$ cat src/design/ksi_pkg.sv
// Shared types, constants and codes for the k-way set intersection core.
package ksi_pkg;

   // Sizing of the count store and the job
   localparam int MAX_SETS    = 16;
   localparam int VALUE_SPACE = 1024;
   localparam int VAL_W       = $clog2(VALUE_SPACE);
   localparam int CUR_W       = $clog2(VALUE_SPACE + 1);
   localparam int CNT_W       = $clog2(MAX_SETS + 1);

   // Fixed port widths
   localparam int KIND_W   = 2;
   localparam int VALUE_W  = 16;
   localparam int STATUS_W = 2;
   localparam int MEMBER_W = 10;
   localparam int SETCNT_W = 5;

   // Request kinds
   typedef enum logic [KIND_W-1:0] {
      KIND_START = 2'd0,
      KIND_ELEM  = 2'd1,
      KIND_CLOSE = 2'd2,
      KIND_FETCH = 2'd3
   } kind_type;

   // Response status codes
   typedef enum logic [STATUS_W-1:0] {
      ST_MEMBER = 2'd0,
      ST_NONE   = 2'd1,
      ST_ERROR  = 2'd2,
      ST_OPEN   = 2'd3
   } status_type;

   // Commands from the controller to the datapath
   typedef struct packed {
      logic       clear_job;    // reset job state, restart the clearing sweep
      logic       clear_write;  // zero one count, advance the sweep
      logic       elem_latch;   // latch element address, read its count
      logic       elem_fail;    // set the sticky error
      logic       elem_write;   // write back count plus one
      logic       close_set;    // count one more closed set
      logic       scan_read;    // read count at the cursor
      logic       scan_next;    // advance the cursor, read the next count
      logic       scan_end;     // park the cursor at the end
      logic       rsp_valid;    // emit a response
      status_type rsp_status;
   } cmd_type;

   // Status from the datapath to the controller
   typedef struct packed {
      logic elem_bad;
      logic input_err;
      logic sets_open;
      logic scan_empty;
      logic hit;
      logic cursor_last;
      logic clear_last;
   } stat_type;

endpackage

$ cat src/design/ksi_ctrl.sv
// Controller state machine for the k-way set intersection core.
module ksi_ctrl (
   input  logic                         clock,
   input  logic                         reset,
   input  logic                         start,
   input  logic [ksi_pkg::KIND_W-1:0]   req_kind,
   input  ksi_pkg::stat_type            stat,
   output logic                         busy,
   output ksi_pkg::cmd_type             cmd
);
   import ksi_pkg::*;

   typedef enum logic [1:0] {
      S_CLEAR,
      S_IDLE,
      S_ELEM_WR,
      S_SCAN
   } state_type;

   state_type state_ff;
   state_type state_in;
   logic      accept;

   assign busy   = (state_ff != S_IDLE);
   assign accept = start && !busy;

   // Decode requests and sequence the multi-cycle work
   always_comb begin
      state_in = state_ff;
      cmd      = '0;
      cmd.rsp_status = ST_NONE;
      case (state_ff)
         S_CLEAR: begin
            cmd.clear_write = 1'b1;
            if (stat.clear_last) begin
               state_in = S_IDLE;
            end
         end
         S_IDLE: begin
            if (accept) begin
               case (kind_type'(req_kind))
                  KIND_START: begin
                     cmd.clear_job = 1'b1;
                     state_in      = S_CLEAR;
                  end
                  KIND_ELEM: begin
                     if (!stat.input_err) begin
                        if (stat.elem_bad) begin
                           cmd.elem_fail = 1'b1;
                        end else begin
                           cmd.elem_latch = 1'b1;
                           state_in       = S_ELEM_WR;
                        end
                     end
                  end
                  KIND_CLOSE: begin
                     cmd.close_set = stat.sets_open;
                  end
                  KIND_FETCH: begin
                     if (stat.input_err) begin
                        cmd.rsp_valid  = 1'b1;
                        cmd.rsp_status = ST_ERROR;
                     end else if (stat.sets_open) begin
                        cmd.rsp_valid  = 1'b1;
                        cmd.rsp_status = ST_OPEN;
                     end else if (stat.scan_empty) begin
                        cmd.scan_end   = 1'b1;
                        cmd.rsp_valid  = 1'b1;
                        cmd.rsp_status = ST_NONE;
                     end else begin
                        cmd.scan_read = 1'b1;
                        state_in      = S_SCAN;
                     end
                  end
                  default: begin
                     state_in = S_IDLE;
                  end
               endcase
            end
         end
         S_ELEM_WR: begin
            cmd.elem_write = 1'b1;
            state_in       = S_IDLE;
         end
         S_SCAN: begin
            if (stat.hit) begin
               cmd.scan_next  = 1'b1;
               cmd.rsp_valid  = 1'b1;
               cmd.rsp_status = ST_MEMBER;
               state_in       = S_IDLE;
            end else if (stat.cursor_last) begin
               cmd.scan_end   = 1'b1;
               cmd.rsp_valid  = 1'b1;
               cmd.rsp_status = ST_NONE;
               state_in       = S_IDLE;
            end else begin
               cmd.scan_next = 1'b1;
            end
         end
         default: begin
            state_in = S_CLEAR;
         end
      endcase
   end

   // Hold state; reset starts the clearing sweep
   always_ff @(posedge clock) begin
      if (reset) begin
         state_ff <= S_CLEAR;
      end else begin
         state_ff <= state_in;
      end
   end

endmodule

$ cat config.mk
export PLATFORM = sky130hd
export DESIGN_NAME = ksi_ctrl
export DESIGN_NICKNAME = d
export VERILOG_FILES = /design/src/design/ksi_pkg.sv /design/src/design/ksi_ctrl.sv
export SDC_FILE = /design/constraint.sdc
export NUM_CORES = 1
export LEC_CHECK = 0
export ABC_AREA = 1
export BUFFER_PORTS_ARGS = -buffer_cell sky130_fd_sc_hd__clkbuf_2
export CAP_MARGIN = 10
export CORE_AREA = 2 2 39 41
export DETAILED_ROUTE_END_ITERATION = 8
export DIE_AREA = 0 0 41 43
export PLACE_DENSITY_LB_ADDON = 0.25
export RECOVER_POWER = 100
export SLEW_MARGIN = 10
export SYNTH_ARGS = -nofsm -noshare
export SYNTH_HDL_FRONTEND = slang
export SYNTH_SLANG_ARGS = --single-unit
export TNS_END_PERCENT = 50
$ cat constraint.sdc
create_clock -name clock -period 1.5 [get_ports clock]
set_input_delay 0.075 -clock clock [delete_from_list [all_inputs] [get_ports clock]]
set_output_delay 0.075 -clock clock [all_outputs]
set_load 0.05 [all_outputs]
==> impl_metrics.py <==
metrics = {
    "status": {
        "status": "finished clean",
    },
    "critical_path": {
        "endpoint_kind": "primary output",
        "arrival_ns": 1.32,
        "worstSetupStartpointType": "flip-flop",
        "required_ns": 1.42,
        "crit_type": "reg2out",
        "crit_fanout": 4,
    },
    "sta": {
        "setup_violations": 0,
        "drv_slew": 0,
        "period_minus_slack_ns": 1.40,
        "rsz0062_at_grt": "no",
        "max_slew.worst_pin.slew_ns": 0.595,
        "min_period_over_period_pct": 93.2,
        "fmaxAchievable_mhz": 715,
        "fin_skew_ns": 0.00736,
        "hold_viol": 0,
        "slew_headroom_pct": 60.5,
        "fin_ws_ns": 0.102,
    },
    "power_and_ir_drop": {
        "p_leak_uw": 0.000337,
        "power_density_nw_per_um2": 758,
        "ir_drop_uv": 573,
    },
    "cells_and_area": {
        "finalNetCount": 115,
        "final_cell_count_no_fill": 111,
        "syn_to_final_growth_pct": 48.0,
        "postLayoutCellArea_um2": 563,
        "largest_reg_flops": 2,
        "diodes": 0,
        "top_regs": "state_ff: 2 flops",
        "drive_gt1_share_pct": 37.9,
        "top_register": "state_ff",
    },
    "route": {
        "ant_nets": 0,
        "vias": 462,
        "first_iter_violations": 8,
        "wl_per_cell_um": 7.67,
        "routed_wl_um": 851,
        "first_pass_iters": 4,
        "routed_via_density": 4.16,
        "drc_errors": 0,
    },
    "synth": {
        "synth-edff-count": 0,
        "yosys.area_share.simple_pct": 46.4,
        "synth.area.mux_share_pct": 0,
        "synth_compound_area_share_pct": 9.54,
        "synth_area_per_cell_um2": 5.59,
        "ys_seq_area_share_pct": 10.5,
        "synth_top_area_share_pct": 19.7,
        "yosys.area_share.adder_pct": 19.7,
        "synth_commonest_cells": "nand2_1, inv_1, nor2_1",
        "synth_ff_type": "dfxtp_1",
        "yosysWarnings": 0,
        "netlist_area_um2": 380,
        "syn_inst": 68,
        "synth_top_family_by_area": "simple AND/OR/NAND/NOR gates",
        "synth_seq_cells": 2,
        "ys_types": 16,
        "synth_most_common_cell": "nand2_1",
        "syn-num-nets": 86,
        "postSynth.asyncResetShare_pct": 0,
        "synth_top_cells_by_area": "ha_1, nand2_1, inv_1, nor2_1, dfxtp_1",
        "synth_area_leader_cell": "ha_1",
        "synth_xor_area_share_pct": 0,
    },
    "floorplan": {
        "fp.dieH_um": 43,
        "ios": 25,
        "initial_utilization_pct": 27.5,
        "die_w_um": 41,
        "core-area_um2": 1380,
        "die_area_um2": 1760,
        "rows": 14,
    },
    "global_route": {
        "antenna_found_initial": 0,
        "grt_pass1_wl_um": 1310,
        "gr-total-overflow": 0,
        "groute.usage.overall_pct": 10.6,
        "grt_pass1_vias": 373,
        "grt_max_degree": 6,
    },
    "clock_network": {
        "clock_latency_ns": 0.23,
        "cts_root_buf": "clkbuf_4",
        "htree_levels": 1,
        "clkTransAtPathRegs_ns": 0.03,
        "cts.path.max_buffers": 2,
        "cts_sinks": 2,
        "cts_made_buffers": 3,
        "cts_tree": "built",
        "post-cts-setup-buffer-count": 0,
    },
    "job": {
        "drv_cap": 0,
    },
    "place": {
        "place_ws_ns": 0.299,
        "io_buffer_count": 24,
        "post_dp_cell_area_um2": 544,
        "dp.cells": 108,
        "dpl.hpwl_um": 734,
        "place_congestion": 0.728,
    },
    "hold_path": {
        "hold_path.class": "in2reg",
    },
}
[stage by stage]
step | TNS [ns] | util, % | total power [uW] | hold slack (ns)
floorplan | -0.388 | - | 255 | 0.219
global placement | 0 | 39.3 | 314 | 0.336
detailed placement | 0 | 39.3 | 314 | 0.337
CTS | 0 | 41.0 | 442 | 0.0946
global route | 0 | 40.7 | 468 | 0.0922
finish | 0 | 40.7 | 427 | 0.106
[per-layer routing]
metal	up-vias	global-route usage (%)	share of wire (%)
li1	262	-	-
met5	-	0	0
met1	190	13.1	48
met3	0	6.28	4.7
met4	0	0	0
met2	10	16.6	47
[worst paths after layout]
| kind | from | end | slack, ns | cells past startpoint |
|---|---|---|---|---|
| max | state_ff[1]$_SDFFE_PP0P_ | cmd[0] | 0.10 | 7 |
| min | reset | state_ff[0]$_SDFFE_PP0P_ | 0.11 | 4 |
| max reg2reg | state_ff[0]$_SDFFE_PP0P_ | state_ff[1]$_SDFFE_PP0P_ | 0.39 | 7 |
| min reg2reg | state_ff[1]$_SDFFE_PP0P_ | state_ff[1]$_SDFFE_PP0P_ | 0.54 | 2 |
[layout by cell type (no fill, tap or decap)]
cell type / Yosys / routed
o22ai_2: 0 / 1
o21ai_0: 1 / 1
nor3_2: 0 / 1
nand2_1: 18 / 18
nand3_2: 2 / 2
dfxtp_1: 2 / 2
nor2_2: 1 / 1
clkbuf_4: 0 / 3
ha_1: 6 / 6
nor2_1: 11 / 11
a21oi_1: 4 / 3
buf_2: 0 / 2
o21ai_2: 0 / 1
inv_2: 3 / 1
clkbuf_2: 0 / 19
a21oi_2: 0 / 1
nor3b_2: 0 / 1
nand3_1: 2 / 2
nand2_2: 3 / 3
clkbuf_1: 0 / 3
inv_1: 11 / 13
[worst max-delay path, stage by stage (launching register included)]
cell and delay (ns):
dfxtp_1 0.36, inv_1 0.08, nand2_2 0.09, inv_2 0.06, nand3_2 0.09, nor2_1 0.07
a21oi_2 0.09, buf_2 0.26
[power by group]
group	switching [uW]	internal (uW)	total (uW)
clock network	32.3	88.4	121
logic	173	61.6	234
registers	9.21	62.5	71.7
[final cells by class]
type / instances / area (um2)
multi-input cells: 52 / 312
well taps: 16 / 20.0
flip-flops and latches: 2 / 40.0
repair buffers: 24 / 116
clock buffers: 3 / 22.5
inverters: 14 / 52.6
fillers: 160 / 821
[cells by family after synthesis]
kind of cell,count (synthesis)
DFF,2
and+or+nand+nor,39
adders and majority gates,6
buffers and inverters,14
AOI/OAI and AO/OA,7
[repair_timing]
action,CTS,global route
setup endpoints to repair,0,2
hold buffers,0,0
gates resized for setup,0,2
(Power assumes the default switching activity.)
